==> config.mk <==
export PLATFORM = sky130hd
export DESIGN_NAME = pwk_queue
export DESIGN_NICKNAME = d
export VERILOG_FILES = /design/src/rtl/pwk_pkg.sv /design/src/rtl/pwk_queue.sv
export SDC_FILE = /design/constraint.sdc
export NUM_CORES = 1
export LEC_CHECK = 0
export BUFFER_PORTS_ARGS = -buffer_cell sky130_fd_sc_hd__buf_4
export CAP_MARGIN = 20
export CELL_PAD_IN_SITES_DETAIL_PLACEMENT = 0
export CELL_PAD_IN_SITES_GLOBAL_PLACEMENT = 1
export CORE_UTILIZATION = 44
export DETAILED_ROUTE_END_ITERATION = 16
export PLACE_DENSITY = 0.78
export SLEW_MARGIN = 20
export SYNTH_ARGS = -nofsm -noshare
export SYNTH_HDL_FRONTEND = slang
export SYNTH_SLANG_ARGS = --single-unit
==> constraint.sdc <==
create_clock -name i_clk -period 4.6 [get_ports i_clk]
set_input_delay 0 -clock i_clk [delete_from_list [all_inputs] [get_ports i_clk]]
set_output_delay 0 -clock i_clk [all_outputs]
set_load 0.01 [all_outputs]
==> src/rtl/pwk_pkg.sv <==
// Shared types, constants and helper functions of the page-table walker.
// No dependencies; every other file of the walker imports this package.
`default_nettype none

package pwk_pkg;

    // Field widths of the words moved on the channels
    localparam int FUNC_W        = 2;
    localparam int WORD_INDEX_W  = 12;
    localparam int WORD_W        = 64;
    localparam int VADDR_W       = 48;
    localparam int PHYS_W        = 60;
    localparam int CFG_INDEX_W   = 2;
    localparam int CFG_DATA_W    = 3;

    // Table geometry
    localparam int DEFAULT_TABLE_PAGES = 8;
    localparam int MAX_PAGE_W          = 6;
    localparam int ENTRY_IDX_W         = 9;
    localparam int ENTRIES_PER_TABLE   = 512;
    localparam int OFFSET_W            = 12;
    localparam int FRAME_LSB           = 12;
    localparam int FRAME_MSB           = 59;
    localparam int FRAME_W             = FRAME_MSB - FRAME_LSB + 1;
    localparam int FRAME_BYTES         = FRAME_W / 8;
    localparam int REM_W               = MAX_PAGE_W + 1;

    // Queue between the front and the back
    localparam int QUEUE_DEPTH = 2;

    // Function codes of an input word
    localparam logic [FUNC_W-1:0] FUNC_WRITE     = 2'd0;
    localparam logic [FUNC_W-1:0] FUNC_TRANSLATE = 2'd1;
    localparam logic [FUNC_W-1:0] FUNC_UNMAP     = 2'd2;
    localparam logic [FUNC_W-1:0] FUNC_UNUSED    = 2'd3;

    // Configuration register indexes
    localparam logic [CFG_INDEX_W-1:0] CFG_CURRENT_ROOT  = 2'd0;
    localparam logic [CFG_INDEX_W-1:0] CFG_SPAWNING_ROOT = 2'd1;
    localparam logic [CFG_INDEX_W-1:0] CFG_USE_SPAWNING  = 2'd2;
    localparam logic [CFG_INDEX_W-1:0] CFG_RESERVED      = 2'd3;

    // Table levels, top level first
    localparam logic [1:0] LEVEL_4 = 2'd3;
    localparam logic [1:0] LEVEL_3 = 2'd2;
    localparam logic [1:0] LEVEL_2 = 2'd1;
    localparam logic [1:0] LEVEL_1 = 2'd0;

    // Command kinds after classification
    typedef enum logic [1:0] {
        KIND_NONE,
        KIND_WRITE,
        KIND_TRANSLATE,
        KIND_UNMAP
    } t_kind;

    // One classified command as it travels from front to back
    typedef struct packed {
        t_kind                    kind;
        logic [WORD_INDEX_W-1:0]  word_index;
        logic [WORD_W-1:0]        word_value;
        logic [VADDR_W-1:0]       virt_addr;
        logic [MAX_PAGE_W-1:0]    root_page;
    } t_cmd;

    // Fold one byte into a running remainder modulo pages (rem < pages <= 64)
    function automatic logic [REM_W-1:0] mod_step(
        input logic [REM_W-1:0] rem,
        input logic [7:0]       digit,
        input int unsigned      pages
    );
        logic [REM_W-1:0] r;
        logic [REM_W-1:0] t;
        logic [REM_W-1:0] p;
        r = rem;
        p = REM_W'(pages);
        for (int i = 7; i >= 0; i--) begin
            t = {r[REM_W-2:0], digit[i]};
            r = (t >= p) ? (t - p) : t;
        end
        return r;
    endfunction

    // Entry index of a virtual address at one table level
    function automatic logic [ENTRY_IDX_W-1:0] level_index(
        input logic [VADDR_W-1:0] va,
        input logic [1:0]         lvl
    );
        logic [ENTRY_IDX_W-1:0] idx;
        unique case (lvl)
            LEVEL_4: idx = va[47:39];
            LEVEL_3: idx = va[38:30];
            LEVEL_2: idx = va[29:21];
            default: idx = va[20:12];
        endcase
        return idx;
    endfunction

endpackage

`default_nettype wire

==> src/rtl/pwk_queue.sv <==
// Short command queue between the walker front and back.
// Depends on pwk_pkg for the command type and depth.
`default_nettype none

module pwk_queue import pwk_pkg::*; (
    input  wire logic  i_clk,
    input  wire logic  i_rst_n,
    input  wire logic  i_push_valid,
    output logic       o_push_ready,
    input  wire t_cmd  i_push_data,
    output logic       o_pop_valid,
    input  wire logic  i_pop_ready,
    output t_cmd       o_pop_data
);

    localparam int PTR_W = $clog2(QUEUE_DEPTH);
    localparam int CNT_W = $clog2(QUEUE_DEPTH + 1);

    t_cmd             r_entry [QUEUE_DEPTH];
    logic [PTR_W-1:0] r_wr_ptr;
    logic [PTR_W-1:0] r_rd_ptr;
    logic [CNT_W-1:0] r_count;
    logic             push;
    logic             pop;

    assign o_push_ready = (r_count != CNT_W'(QUEUE_DEPTH));
    assign o_pop_valid  = (r_count != '0);
    assign o_pop_data   = r_entry[r_rd_ptr];
    assign push         = i_push_valid && o_push_ready;
    assign pop          = o_pop_valid && i_pop_ready;

    // Store the pushed word
    always_ff @(posedge i_clk) begin
        if (push) begin
            r_entry[r_wr_ptr] <= i_push_data;
        end
    end

    // Advance pointers and occupancy
    always_ff @(posedge i_clk) begin
        if (!i_rst_n) begin
            r_wr_ptr <= '0;
            r_rd_ptr <= '0;
            r_count  <= '0;
        end else begin
            if (push) begin
                r_wr_ptr <= (r_wr_ptr == PTR_W'(QUEUE_DEPTH - 1)) ? '0 : r_wr_ptr + 1'b1;
            end
            if (pop) begin
                r_rd_ptr <= (r_rd_ptr == PTR_W'(QUEUE_DEPTH - 1)) ? '0 : r_rd_ptr + 1'b1;
            end
            r_count <= r_count + CNT_W'(push) - CNT_W'(pop);
        end
    end

endmodule

`default_nettype wire

=== Word level (Yosys, flattened, before mapping) ===
Memories as Yosys holds them, arrays and structs flattened. A register that Yosys moved wholly into a read port is not among the register bits.
Cells that the tools add are included.

* Flip-flop bits (word level): 4
* RAM bits: 264
* Bits of input ports: 136
* Output and inout bits: 134
* Memories: 1

* $add $sub $neg: 4
* Equality and inequality tests: 1
* Multiplexer cells: 6
* Reductions and logical operators: 3

{| class="wikitable"
|+ Memories
! name !! words !! width !! read ports !! clocked after memory_dff !! wr ports !! line !! text
|-
| r_entry || 2 || 132 || 1 || 1 || 1 || pwk_queue.sv:19 || <nowiki>t_cmd r_entry [QUEUE_DEPTH];</nowiki>
|}

{| class="wikitable"
|+ Operators with widths
! cell !! count
|-
| $mux 1 || 6
|-
| $add 1x1->1 const B || 2
|-
| $add 2x1->2 || 1
|-
| $logic_and 1x1->1 || 2
|-
| $ne 2x2->1 const B || 1
|-
| $reduce_bool 2->1 || 1
|-
| $sub 2x1->2 || 1
|}

=== Logic depth before layout (Yosys ltp) ===
* Word-level depth: 4
* Depth in mapped cells: 6

=== Worst setup path before layout ===
Ideal clock, no wire load.

* Kind: reg2reg
* From: register r_count[0]
* To: memory r_entry[1][0] in the netlist's numbering (enable)
* Library setup time: 508 ps
* Data arrival time: 3,744 ps
* Required time: 4,092 ps
* Slack: 348 ps
* Cell stages (with the launch flop): 3
* Path buffers: 0
* Period minus slack after synthesis: 4,252 ps
* Cells stage by stage: dfxtp_1 -> nand2b_1 -> and3_1

* Word-level cells in the longest chain between the ends: 4

{| class="wikitable"
|+ RTL lines
! item !! line !! text
|-
| start: declaration || pwk_queue.sv:22 || <nowiki>logic [CNT_W-1:0] r_count;</nowiki>
|-
| start signal: assignment || pwk_queue.sv:52 || <nowiki>r_count <= r_count + CNT_W'(push) - CNT_W'(pop);</nowiki>
|-
| $ne 2x2->1 || pwk_queue.sv:26 || <nowiki>assign o_push_ready = (r_count != CNT_W'(QUEUE_DEPTH));</nowiki>
|-
| named net o_push_ready || pwk_queue.sv:9 || <nowiki>output logic o_push_ready,</nowiki>
|-
| $logic_and 1x1->1 || pwk_queue.sv:29 || <nowiki>assign push = i_push_valid && o_push_ready;</nowiki>
|-
| $mux 1 || pwk_queue.sv:34 || <nowiki>if (push) begin</nowiki>
|-
| $mux 1 (implied by the code) || pwk_queue.sv:35 || <nowiki>r_entry[r_wr_ptr] <= i_push_data;</nowiki>
|-
| end: declaration || pwk_queue.sv:19 ||
|}

The timed path passes the listed nets, and every way through them passes these cells.

==> impl_metrics.yaml <==
global_routing:
  grt_usage: 0.165
  antenna_found_initial: 1
  grt_max_degree: 117
  grt_pass1_wl_mm: 30.4
  overflow: 0
  grt_pass1_vias: 5733
die:
  die-area_um2: 23600
  coreArea_um2: 22600
  fp.dieH_um: 154
  die_w_um: 154
  start_util: 0.448
  num_rows: 55
  io-pin-count: 270
final_layout:
  fin_util: 0.652
  syn2layout_area_growth_pct: 45.4
  drive_gt1_frac: 0.511
  final_nets: 1000
worst_setup_path:
  arrival_ns: 2.48
  required_ns: 4.60
  start_kind: "flop"
  end_kind: "primary output"
  worstSetupPathType: "reg -> out"
  crit_fanout: 70
logic_synthesis:
  ys_warn_count: 0
  ys_ff_latch: 269
  synth.net_count: 577
  netlist_area_um2: 10100
  syn_area_per_cell_um2: 23.0
  synth.top_cells.by_area: "edfxtp_1, mux2_4, mux2_2"
  yosys.area.top_type: "edfxtp_1"
  ys_seq_area_frac: 0.793
  synth_top_area_share: 0.783
  synth_cells: 440
  ys_types: 25
drt:
  via_per_inst: 4.75
  drt-pass1-iter-count: 4
  drc: 0
  wire_per_inst_um: 17.2
  antenna_left: 0
  drtIter0Drc: 229
  via_count: 5550
  drt-total-wl_mm: 20.1
timing:
  hold_viol: 0
  skew_ns: 0.0120
  fmax_mhz: 403
  maxSlewHeadroom: 0.394
  finalSetupViolCount: 0
  worst_pin_slew_ns: 0.909
  fin_crit_ns: 2.48
  totalNegativeSetupSlack_ns: 0
  slew_violations: 0
  min_period_over_period: 0.540
  rsz0062_at_grt: "no"
cts:
  htree_levels: 1
  cts_tree: "yes"
  cts_sinks: 269
  cts_buffer_depth: 3
  ctsRootBufferMaster: "clkbuf_16"
  clkTransAtPathRegs_ns: 0.06
  post-cts-setup-buffers: 0
  cts_made_buffers: 28
  insertion_delay_ns: 0.52
worst_hold_path:
  hold_class: "in -> reg"
pwr:
  ir_worst_vdd_v: 0.000471
  total_power_w: 0.00699
  power_leakage_nw: 5.69
  power_density_nw_per_um2: 475
placed_design:
  portBuffers: 269
  gp_congestion: 0.746
  place_hpwl_mm: 12.3
flow_run:
  maxCapViolations: 0
status:
  status: "finished clean"
[sequential cells by signal, indices dropped and copies added (netlist names), named ones only]
| signal | count |
|---|---|
| r_entry | 264 |
| r_count | 2 |
| r_rd_ptr | 1 |
| r_wr_ptr | 1 |
[final cells by class]
class                   instances  area, um2
flip-flops and latches        269       8030
fillers                      1558       7860
repair buffers                408       3450
multi-input cells             155       1950
clock buffers                  30        729
well taps                     285        357
clock inverters                20        189
inverters                       1       11.3
diodes                          1       2.50
[metal layers]
| metal | vias up | GRT usage | share of wire | wire length (um) |
|---|---|---|---|---|
| li1 | 2603 | - | - | - |
| met5 | - | 0 | 0 | 0 |
| met2 | 247 | 0.280 | 0.49 | 9880 |
| met4 | 0 | 0.0500 | 0.025 | 495 |
| met3 | 43 | 0.0454 | 0.077 | 1550 |
| met1 | 2657 | 0.207 | 0.41 | 8170 |
[worst paths after layout]
path | startpoint | endpoint | slack [ns] | cells past startpoint
worst max-delay path | flop | o_pop_data[13] | 2.12 | 4
worst max register to register | r_count[0] | r_entry[1][31] | 2.25 | 3
worst min register to register | r_rd_ptr | flop | 0.60 | 2
worst min-delay path | i_push_data[17] | r_entry[1][17] | 0.20 | 2
[cell families after synthesis]
kind of cell / count (synthesis) / synth area share
DFF: 269 / 0.793
AOI/OAI and AO/OA: 7 / 0.00532
muxes: 133 / 0.178
buffers and inverters: 16 / 0.0143
adders and majority gates: 1 / 0.00124
xor gates and xnor gates: 1 / 0.000866
and+or+nand+nor: 13 / 0.00730
[placed cells by master (no fill, tap or decap), types with 3 or more instances in the layout]
master and n:
bufinv_16 4, mux2_2 52, mux2_4 80, edfxtp_1 264, clkbuf_16 29, dlygate4sd3_1 135, buf_4 270, and2_1 3
dfxtp_1 4, clkinv_1 9, clkinv_2 7
[synth_stat cells (all sizes together)]
master  count
and2        3
nor2        2
nor2b       1
edfxtp    264
and3        1
nand2       1
a32oi       1
nand3b      1
nand2b      2
xnor2       1
buf        15
a21boi      1
dfxtp       5
or2         1
mux2      132
inv         1
a21bo       2
o21ai       2
mux2i       1
a211oi      1
ha          1
nand3       1
[worst max-delay path, stage by stage (launching register included)]
cell     delay, ns
dfxtp_4       0.60
buf_16        0.32
buf_12        0.42
mux2_2        0.41
buf_4         0.15
[stage by stage]
step | setup slack, ns | instances | instance area, um2 | hold slack (ns)
global route | 1.98 | 1169 | 14700 | 0.183
floorplan | 0.348 | 440 | 10100 | 0.0989
detailed placement | 2.16 | 982 | 12400 | 0.188
CTS | 1.85 | 1167 | 14700 | 0.177
finish | 2.12 | 1169 | 14700 | 0.198
global placement | 2.24 | 982 | 12400 | 0.185
[where the power goes]
part / total, W / leakage (nW) / internal, W / switching [W]
registers: 0.00308 / 2.51 / 0.00299 / 0.0000922
clock network: 0.00221 / 0.457 / 0.00136 / 0.000856
logic: 0.00170 / 2.72 / 0.000968 / 0.000729
[timing repair]
action                                 CTS  global route
hold buffers                           135             0
endpoints found under the hold margin  269             0
resized for setup                        0             0
Note: power is estimated with default switching activity, not from simulation.
